$ cat src/hw/rtl/sm3_pkg.sv
// Shared types, constants and functions of the SM3 hash engine.
`default_nettype none
package sm3_pkg;

	localparam logic [31:0] T_LOW  = 32'h79CC4519;
	localparam logic [31:0] T_HIGH = 32'h7A879D8A;
	localparam logic [31:0] PAD_WORD = 32'h80000000;
	localparam int unsigned BLOCK_WORDS = 16;
	localparam int unsigned ROUNDS = 64;
	localparam int unsigned LEN_HI_POS = 14;

	localparam logic [31:0] IV [8] = '{
		32'h7380166F, 32'h4914B2B9, 32'h172442D7, 32'hDA8A0600,
		32'hA96F30BC, 32'h163138AA, 32'hE38DEE4D, 32'hB0FB0E4E
	};

	typedef enum logic [1:0] {
		PAD_ZERO = 2'd0,
		PAD_ONE = 2'd1,
		PAD_LEN_HI = 2'd2,
		PAD_LEN_LO = 2'd3
	} pad_sel_t;

	typedef struct packed {
		logic shift_in;
		logic shift_pad;
		pad_sel_t pad_sel;
		logic load_rounds;
		logic round_en;
		logic [5:0] round_idx;
		logic feed;
		logic rearm;
		logic [2:0] out_idx;
	} dp_cmd_t;

	function automatic logic [31:0] rotl(input logic [31:0] x, input logic [4:0] n);
		logic [63:0] d;
		d = {x, x} << n;
		return d[63:32];
	endfunction

	function automatic logic [31:0] perm0(input logic [31:0] x);
		return x ^ rotl(x, 5'd9) ^ rotl(x, 5'd17);
	endfunction

	function automatic logic [31:0] perm1(input logic [31:0] x);
		return x ^ rotl(x, 5'd15) ^ rotl(x, 5'd23);
	endfunction

	// Valid bytes of a request: anything but a final word carries four.
	function automatic logic [2:0] eff_bytes(input logic [2:0] bv, input logic fin);
		return (!fin || bv > 3'd4) ? 3'd4 : bv;
	endfunction

endpackage
`default_nettype wire

$ cat src/hw/rtl/sm3_ctrl.sv
// Sequencer of the SM3 engine: loading, padding, rounds and digest output.
`default_nettype none
module sm3_ctrl (
	input wire logic clk,
	input wire logic arst_n,
	input wire logic in_valid,
	output logic in_stall,
	input wire logic [2:0] bytes_valid,
	input wire logic final_word,
	output logic out_valid,
	input wire logic out_stall,
	output logic [2:0] word_index,
	output logic digest_done,
	output sm3_pkg::dp_cmd_t cmd
);

	typedef enum logic [5:0] {
		S_IDLE = 6'b000001,
		S_PAD = 6'b000010,
		S_LOAD = 6'b000100,
		S_ROUND = 6'b001000,
		S_FEED = 6'b010000,
		S_OUT = 6'b100000
	} state_t;

	state_t state_q;
	logic [4:0] cnt_q;
	logic pend_q, padding_q, last_q, lenhi_q;
	logic [5:0] rnd_q;
	logic [2:0] oidx_q;
	logic acc;

	assign in_stall = (state_q != S_IDLE);
	assign acc = in_valid && (state_q == S_IDLE);
	assign out_valid = (state_q == S_OUT);
	assign word_index = oidx_q;
	assign digest_done = (oidx_q == 3'd7);

	always_comb begin
		cmd = '0;
		cmd.shift_in = acc;
		cmd.round_idx = rnd_q;
		cmd.out_idx = oidx_q;
		cmd.load_rounds = (state_q == S_LOAD);
		cmd.round_en = (state_q == S_ROUND);
		cmd.feed = (state_q == S_FEED);
		cmd.rearm = (state_q == S_OUT) && !out_stall && (oidx_q == 3'd7);
		if (state_q == S_PAD && cnt_q != 5'(sm3_pkg::BLOCK_WORDS)) begin
			cmd.shift_pad = 1'b1;
			if (pend_q)
				cmd.pad_sel = sm3_pkg::PAD_ONE;
			else if (cnt_q == 5'(sm3_pkg::LEN_HI_POS))
				cmd.pad_sel = sm3_pkg::PAD_LEN_HI;
			else if (lenhi_q && cnt_q == 5'(sm3_pkg::LEN_HI_POS + 1))
				cmd.pad_sel = sm3_pkg::PAD_LEN_LO;
			else
				cmd.pad_sel = sm3_pkg::PAD_ZERO;
		end
	end

	always_ff @(posedge clk or negedge arst_n) begin
		if (!arst_n) begin
			state_q <= S_IDLE;
			cnt_q <= '0;
			pend_q <= 1'b0;
			padding_q <= 1'b0;
			last_q <= 1'b0;
			lenhi_q <= 1'b0;
			rnd_q <= '0;
			oidx_q <= '0;
		end else begin
			case (state_q)
				S_IDLE: begin
					if (acc) begin
						cnt_q <= cnt_q + 5'd1;
						if (final_word) begin
							padding_q <= 1'b1;
							pend_q <= (sm3_pkg::eff_bytes(bytes_valid, final_word) == 3'd4);
							state_q <= (cnt_q == 5'(sm3_pkg::BLOCK_WORDS - 1)) ? S_LOAD : S_PAD;
						end else if (cnt_q == 5'(sm3_pkg::BLOCK_WORDS - 1)) begin
							state_q <= S_LOAD;
						end
					end
				end
				S_PAD: begin
					if (cnt_q == 5'(sm3_pkg::BLOCK_WORDS)) begin
						state_q <= S_LOAD;
					end else begin
						cnt_q <= cnt_q + 5'd1;
						pend_q <= 1'b0;
						if (cmd.pad_sel == sm3_pkg::PAD_LEN_HI) lenhi_q <= 1'b1;
						if (cmd.pad_sel == sm3_pkg::PAD_LEN_LO) last_q <= 1'b1;
					end
				end
				S_LOAD: begin
					rnd_q <= '0;
					state_q <= S_ROUND;
				end
				S_ROUND: begin
					rnd_q <= rnd_q + 6'd1;
					if (rnd_q == 6'(sm3_pkg::ROUNDS - 1)) state_q <= S_FEED;
				end
				S_FEED: begin
					cnt_q <= '0;
					lenhi_q <= 1'b0;
					oidx_q <= '0;
					if (last_q) state_q <= S_OUT;
					else if (padding_q) state_q <= S_PAD;
					else state_q <= S_IDLE;
				end
				S_OUT: begin
					if (!out_stall) begin
						oidx_q <= oidx_q + 3'd1;
						if (oidx_q == 3'd7) begin
							padding_q <= 1'b0;
							last_q <= 1'b0;
							state_q <= S_IDLE;
						end
					end
				end
				default: state_q <= S_IDLE;
			endcase
		end
	end

endmodule
`default_nettype wire

$ cat src/hw/rtl/sm3_dp.sv
// SM3 datapath: message window, round registers, chaining value and length.
`default_nettype none
module sm3_dp (
	input wire logic clk,
	input wire logic arst_n,
	input wire sm3_pkg::dp_cmd_t cmd,
	input wire logic [31:0] message_word,
	input wire logic [2:0] bytes_valid,
	input wire logic final_word,
	output logic [31:0] digest_word
);

	logic [31:0] w_q [16];
	logic [31:0] r_q [8];
	logic [31:0] cv_q [8];
	logic [63:0] len_q;
	logic [2:0] eb;
	logic [31:0] fmt_word, pad_word, exp_word, new_word;
	logic [31:0] t, a12, ss1, ss2, ff, gg, tt1, tt2;
	logic low;

	assign eb = sm3_pkg::eff_bytes(bytes_valid, final_word);

	always_comb begin
		case (eb)
			3'd0: fmt_word = sm3_pkg::PAD_WORD;
			3'd1: fmt_word = {message_word[31:24], 24'h800000};
			3'd2: fmt_word = {message_word[31:16], 16'h8000};
			3'd3: fmt_word = {message_word[31:8], 8'h80};
			default: fmt_word = message_word;
		endcase
		case (cmd.pad_sel)
			sm3_pkg::PAD_ONE: pad_word = sm3_pkg::PAD_WORD;
			sm3_pkg::PAD_LEN_HI: pad_word = len_q[63:32];
			sm3_pkg::PAD_LEN_LO: pad_word = len_q[31:0];
			default: pad_word = '0;
		endcase
	end

	// The window holds W[j] .. W[j+15] at round j.
	assign exp_word = sm3_pkg::perm1(w_q[0] ^ w_q[7] ^ sm3_pkg::rotl(w_q[13], 5'd15))
		^ sm3_pkg::rotl(w_q[3], 5'd7) ^ w_q[10];
	assign new_word = cmd.shift_in ? fmt_word : (cmd.shift_pad ? pad_word : exp_word);

	assign low = (cmd.round_idx < 6'd16);
	assign t = low ? sm3_pkg::T_LOW : sm3_pkg::T_HIGH;
	assign a12 = sm3_pkg::rotl(r_q[0], 5'd12);
	assign ss1 = sm3_pkg::rotl(a12 + r_q[4] + sm3_pkg::rotl(t, cmd.round_idx[4:0]), 5'd7);
	assign ss2 = ss1 ^ a12;
	assign ff = low ? (r_q[0] ^ r_q[1] ^ r_q[2])
		: ((r_q[0] & r_q[1]) | (r_q[0] & r_q[2]) | (r_q[1] & r_q[2]));
	assign gg = low ? (r_q[4] ^ r_q[5] ^ r_q[6]) : ((r_q[4] & r_q[5]) | (~r_q[4] & r_q[6]));
	assign tt1 = ff + r_q[3] + ss2 + (w_q[0] ^ w_q[4]);
	assign tt2 = gg + r_q[7] + ss1 + w_q[0];

	assign digest_word = cv_q[cmd.out_idx];

	always_ff @(posedge clk) begin
		if (cmd.shift_in || cmd.shift_pad || cmd.round_en) begin
			for (int i = 0; i < 15; i++) w_q[i] <= w_q[i + 1];
			w_q[15] <= new_word;
		end
	end

	always_ff @(posedge clk or negedge arst_n) begin
		if (!arst_n) begin
			for (int i = 0; i < 8; i++) begin
				r_q[i] <= '0;
				cv_q[i] <= sm3_pkg::IV[i];
			end
			len_q <= '0;
		end else begin
			if (cmd.shift_in) len_q <= len_q + {58'd0, eb, 3'd0};
			if (cmd.load_rounds) begin
				for (int i = 0; i < 8; i++) r_q[i] <= cv_q[i];
			end else if (cmd.round_en) begin
				r_q[3] <= r_q[2];
				r_q[2] <= sm3_pkg::rotl(r_q[1], 5'd9);
				r_q[1] <= r_q[0];
				r_q[0] <= tt1;
				r_q[7] <= r_q[6];
				r_q[6] <= sm3_pkg::rotl(r_q[5], 5'd19);
				r_q[5] <= r_q[4];
				r_q[4] <= sm3_pkg::perm0(tt2);
			end
			if (cmd.feed) begin
				for (int i = 0; i < 8; i++) cv_q[i] <= cv_q[i] ^ r_q[i];
			end else if (cmd.rearm) begin
				for (int i = 0; i < 8; i++) cv_q[i] <= sm3_pkg::IV[i];
				len_q <= '0;
			end
		end
	end

endmodule
`default_nettype wire

$ cat src/hw/rtl/sm3_hash_engine.sv
// Top level of the SM3 hash engine.
//
// Channel   Direction  Handshake            Payload
// input     in         in_valid/in_stall    message_word, bytes_valid, final_word
// output    out        out_valid/out_stall  digest_word, word_index, digest_done
//
// One word is taken per cycle until 16 words fill a block; a block then passes
// through the round unit in load, 64 rounds and chaining feedback.
// The final request adds the padding words, up to one extra block, and the
// eight digest words. No request is taken while a block or the digest is busy.
// Reset loads the IV and clears the length and all control state.
`default_nettype none
module sm3_hash_engine (
	input wire logic clk,
	input wire logic arst_n,
	input wire logic in_valid,
	output logic in_stall,
	input wire logic [31:0] message_word,
	input wire logic [2:0] bytes_valid,
	input wire logic final_word,
	output logic out_valid,
	input wire logic out_stall,
	output logic [31:0] digest_word,
	output logic [2:0] word_index,
	output logic digest_done
);

	sm3_pkg::dp_cmd_t cmd;

	sm3_ctrl u_ctrl (
		.clk(clk),
		.arst_n(arst_n),
		.in_valid(in_valid),
		.in_stall(in_stall),
		.bytes_valid(bytes_valid),
		.final_word(final_word),
		.out_valid(out_valid),
		.out_stall(out_stall),
		.word_index(word_index),
		.digest_done(digest_done),
		.cmd(cmd)
	);

	sm3_dp u_dp (
		.clk(clk),
		.arst_n(arst_n),
		.cmd(cmd),
		.message_word(message_word),
		.bytes_valid(bytes_valid),
		.final_word(final_word),
		.digest_word(digest_word)
	);

endmodule
`default_nettype wire
$ cat config.mk
export PLATFORM = sky130hd
export DESIGN_NAME = sm3_hash_engine
export DESIGN_NICKNAME = d
export VERILOG_FILES = /design/src/hw/rtl/sm3_pkg.sv /design/src/hw/rtl/sm3_ctrl.sv /design/src/hw/rtl/sm3_dp.sv /design/src/hw/rtl/sm3_hash_engine.sv
export SDC_FILE = /design/constraint.sdc
export NUM_CORES = 2
export LEC_CHECK = 0
export BUFFER_PORTS_ARGS = -buffer_cell sky130_fd_sc_hd__clkbuf_2
export CORE_ASPECT_RATIO = 1.2
export CORE_MARGIN = 1
export CORE_UTILIZATION = 45
export CTS_CLUSTER_DIAMETER = 40
export DETAILED_ROUTE_END_ITERATION = 10
export PLACE_DENSITY = 0.58
export SYNTH_ARGS = -nofsm -noshare
export SYNTH_HDL_FRONTEND = slang
export SYNTH_HIERARCHICAL = 1
export SYNTH_SLANG_ARGS = --single-unit
$ cat constraint.sdc
create_clock -name clk -period 30.4 [get_ports clk]
set_clock_uncertainty 0.2 [all_clocks]
set_input_delay 3.04 -clock clk [delete_from_list [all_inputs] [get_ports clk]]
set_output_delay 3.04 -clock clk [all_outputs]
set_load 0.1 [all_outputs]
==> impl_metrics.json <==
{
  "gp_congestion": 1.02,
  "core_um2": 134000,
  "start_util_pct": 45.6,
  "drc": 0,
  "h-tree-depth": 4,
  "grt_pass1_wl_mm": 289,
  "post_cts_buffers": 0,
  "cp.arrival_ns": 11.22,
  "synth_cell_types": 101,
  "vias": 41300,
  "ys_ff_latch": 1109,
  "fin_nets": 5723,
  "numPortBuffers": 77,
  "io_pins": 78,
  "report.final.hold_viol_count": 0,
  "path_common_cell": "fa_1",
  "crit_slowest_cell": "or4b_2",
  "die_height_um": 406,
  "die_w_um": 339,
  "cts_buffers": 160,
  "reg2reg_slack_ns": 19.71,
  "drt_iter0_markers": 3276,
  "drive_gt1_share_pct": 12.9,
  "fmax_mhz": 93.5,
  "place_hpwl_mm": 147,
  "whs_ns": 0.211,
  "crit_path_max_fanout": 34,
  "cts.sinks": 1109,
  "synth_edf_count": 512,
  "routed_wl_mm": 199,
  "critPathCaptureType": "flop",
  "cap_violations": 0,
  "cts_tree": "yes",
  "yosys_warnings": 6,
  "slew_headroom_pct": 19.3,
  "syn_area_um2": 61300,
  "antenna_found_initial": 1,
  "grt_max_degree": 196,
  "clkTransAtPathRegs_ns": 0.07,
  "maxSlewViolCount": 0,
  "area_growth_pct": 12.7,
  "grt_usage_pct": 29.1,
  "drt_pass1_iterations": 6,
  "die-area_um2": 138000,
  "critPathRequiredTime_ns": 30.92,
  "final_core_util_pct": 51.4,
  "wl_per_cell_um": 27.1,
  "ys.flop_type": "edfxtp_1",
  "async_flop_share_pct": 53.8,
  "setup_viol": 0,
  "syn_inst": 5390,
  "worst_pin_slew_ns": 1.20,
  "hold_path_class": "flop to flop",
  "rows": 147,
  "gr-total-overflow": 0,
  "synth_nets": 5725,
  "critPathKind": "flop to flop",
  "syn_avg_cell_area_um2": 11.4,
  "fin_crit_sh_pct": 35.2,
  "outcome": "completed",
  "drt.antenna.violating_nets": 0,
  "max_stage_delay_ns": 0.62,
  "post_cts_resized": 0,
  "clock_tree.root_cell": "clkbuf_16",
  "critPathLaunchType": "flop",
  "viasPerCell": 5.64,
  "finalSetupTns_ns": 0,
  "hold_buffers": 0,
  "clock_latency_ns": 0.80,
  "clk_path_buf_depth": 3,
  "fin_crit_ns": 10.69,
  "rsz0062_at_grt": "no",
  "ys_seq_area_share_pct": 49.7,
  "grt_pass1_vias": 41000
}
-- state kept, by name, summed over array words and instances, names as in the netlist --
| register | count |
|---|---|
| u_ctrl/cnt_q | 5 |
| u_ctrl/last_q | 1 |
| u_ctrl/lenhi_q | 1 |
| u_ctrl/padding_q | 1 |
| u_ctrl/pend_q | 1 |
| u_ctrl/rnd_q | 6 |
| u_ctrl/state_q | 6 |
| u_ctrl/word_index | 3 |
| u_dp/a12 | 32 |
| u_dp/cv_q | 256 |
| u_dp/len_q | 61 |
| u_dp/r_q | 224 |
| u_dp/w_q | 512 |
-- synthesized netlist by cell type (all sizes together) (16+ instances only) --
master	n	share of area [%]
nand2b	70	0.71
o21ai	434	3.6
dfstp	120	5.1
and3	43	0.46
nand3b	16	0.20
a22o	72	1.0
nor2	230	1.4
buf	72	0.51
dfrtp	477	19
o31ai	16	0.21
clkbuf	241	1.5
inv	271	1.7
mux4	64	2.4
nor2b	24	0.25
o22a	28	0.40
or3	29	0.31
mux2	58	1.1
ha	106	2.2
a211oi	35	0.43
a31oi	44	0.45
edfxtp	512	25
o211ai	23	0.28
a21o	54	0.66
a221o	17	0.28
nand3	58	0.48
a21oi	282	2.3
mux2i	295	4.8
xnor2	465	6.6
nand4	19	0.22
nand2	508	3.1
xor2	274	3.9
fa	189	6.2
nor3	108	0.92
-- per-layer routing --
| metal | vias up | track usage, % | part of all wire (%) |
|---|---|---|---|
| met5 | - | 0 | 0.0065 |
| met4 | 2 | 15.0 | 5.7 |
| met3 | 325 | 4.47 | 4.3 |
| met2 | 1092 | 49.9 | 50 |
| met1 | 21000 | 35.5 | 40 |
| li1 | 18900 | - | - |
-- per-stage QoR --
step                      instance area, µm²  setup WS (ns)  instances
after floorplan                        61300          14.77       5390
after global placement                 63300          19.98       7014
after detailed placement               63300          19.91       7014
after CTS                              69000          19.87       7313
after global routing                   69000          19.14       7313
final                                  69100          19.71       7317
-- cell type report --
cell class,count,area (µm²)
Fill cell,11900,65400
Sequential cell,1109,30500
Multi-Input combinational cell,3694,28600
Clock buffer,194,4290
Tap cell,1788,2240
Clock inverter,105,1420
Inverter,274,1060
Timing Repair Buffer,149,961
Antenna cell,4,10.0
-- critical path: cells and delay by family (launching register included) --
kind            cells  cell delay (ns)
xor+xnor            2             0.71
compound gates     16             3.72
simple gates        9             2.13
flops               1             0.35
fa+ha+maj           7             2.71
buf+inv             5             0.83
-- cell usage in the layout, fill, tap and decap left out, types with 18 or more instances in the layout --
master | synthesis | final
bufinv_16 | 0 | 21
edfxtp_1 | 512 | 512
a211oi_1 | 35 | 35
o21ai_0 | 431 | 431
dfrtp_1 | 477 | 474
nand4_1 | 18 | 18
fa_1 | 189 | 189
nor3_1 | 104 | 104
a21oi_1 | 282 | 282
o22a_1 | 28 | 28
mux2_2 | 58 | 58
dfstp_2 | 120 | 120
clkinv_2 | 1 | 21
a22o_1 | 72 | 72
inv_1 | 270 | 266
nand2_1 | 507 | 507
nand3_1 | 57 | 57
ha_1 | 106 | 106
mux4_2 | 64 | 64
clkbuf_2 | 2 | 76
nor2_1 | 230 | 227
nor2b_1 | 24 | 23
buf_4 | 4 | 70
xor2_1 | 274 | 274
o211ai_1 | 23 | 23
a31oi_1 | 44 | 44
a21o_1 | 54 | 54
nand2b_1 | 70 | 70
xnor2_1 | 465 | 465
and3_1 | 41 | 40
clkbuf_1 | 239 | 20
clkbuf_16 | 0 | 162
or3_1 | 24 | 23
mux2i_1 | 295 | 295
-- cell families (layout without fill, tap and decap cells) --
group                      after synthesis  count (layout)  share of synthesized area [%]
and+or+nand+nor                       1155            1155                           8.73
DFF                                   1109            1109                           49.7
AOI/OAI and AO/OA                     1088            1088                           10.7
xor gates and xnor gates               739             739                           10.6
buffers and inverters                  587             722                           3.67
muxes                                  417             417                           8.24
adders and majority gates              295             295                           8.34
other                                    0               4                              0
-- path summary, 6_finish.rpt --
kind,startpoint,endpoint,cells after the start
worst min-delay path,u_dp/w_q[0][80]$_DFFE_PP_,u_dp/w_q[0][48]$_DFFE_PP_,0
worst max-delay path,u_ctrl/rnd_q[4]$_DFFE_PN0P_,u_dp/a12[8]$_DFFE_PN0P_,39
worst max register to register,u_ctrl/rnd_q[4]$_DFFE_PN0P_,u_dp/a12[8]$_DFFE_PN0P_,39
worst min register to register,u_dp/w_q[0][80]$_DFFE_PP_,u_dp/w_q[0][48]$_DFFE_PP_,0
max in group asynchronous,arst_n,u_dp/r_q[188]$_DFFE_PN0P_,4
min in group asynchronous,arst_n,u_ctrl/cnt_q[0]$_DFFE_PN0P_,1
Power is not shown: default switching activity piles up to over one toggle a cycle in this logic, so the estimate is an artifact.
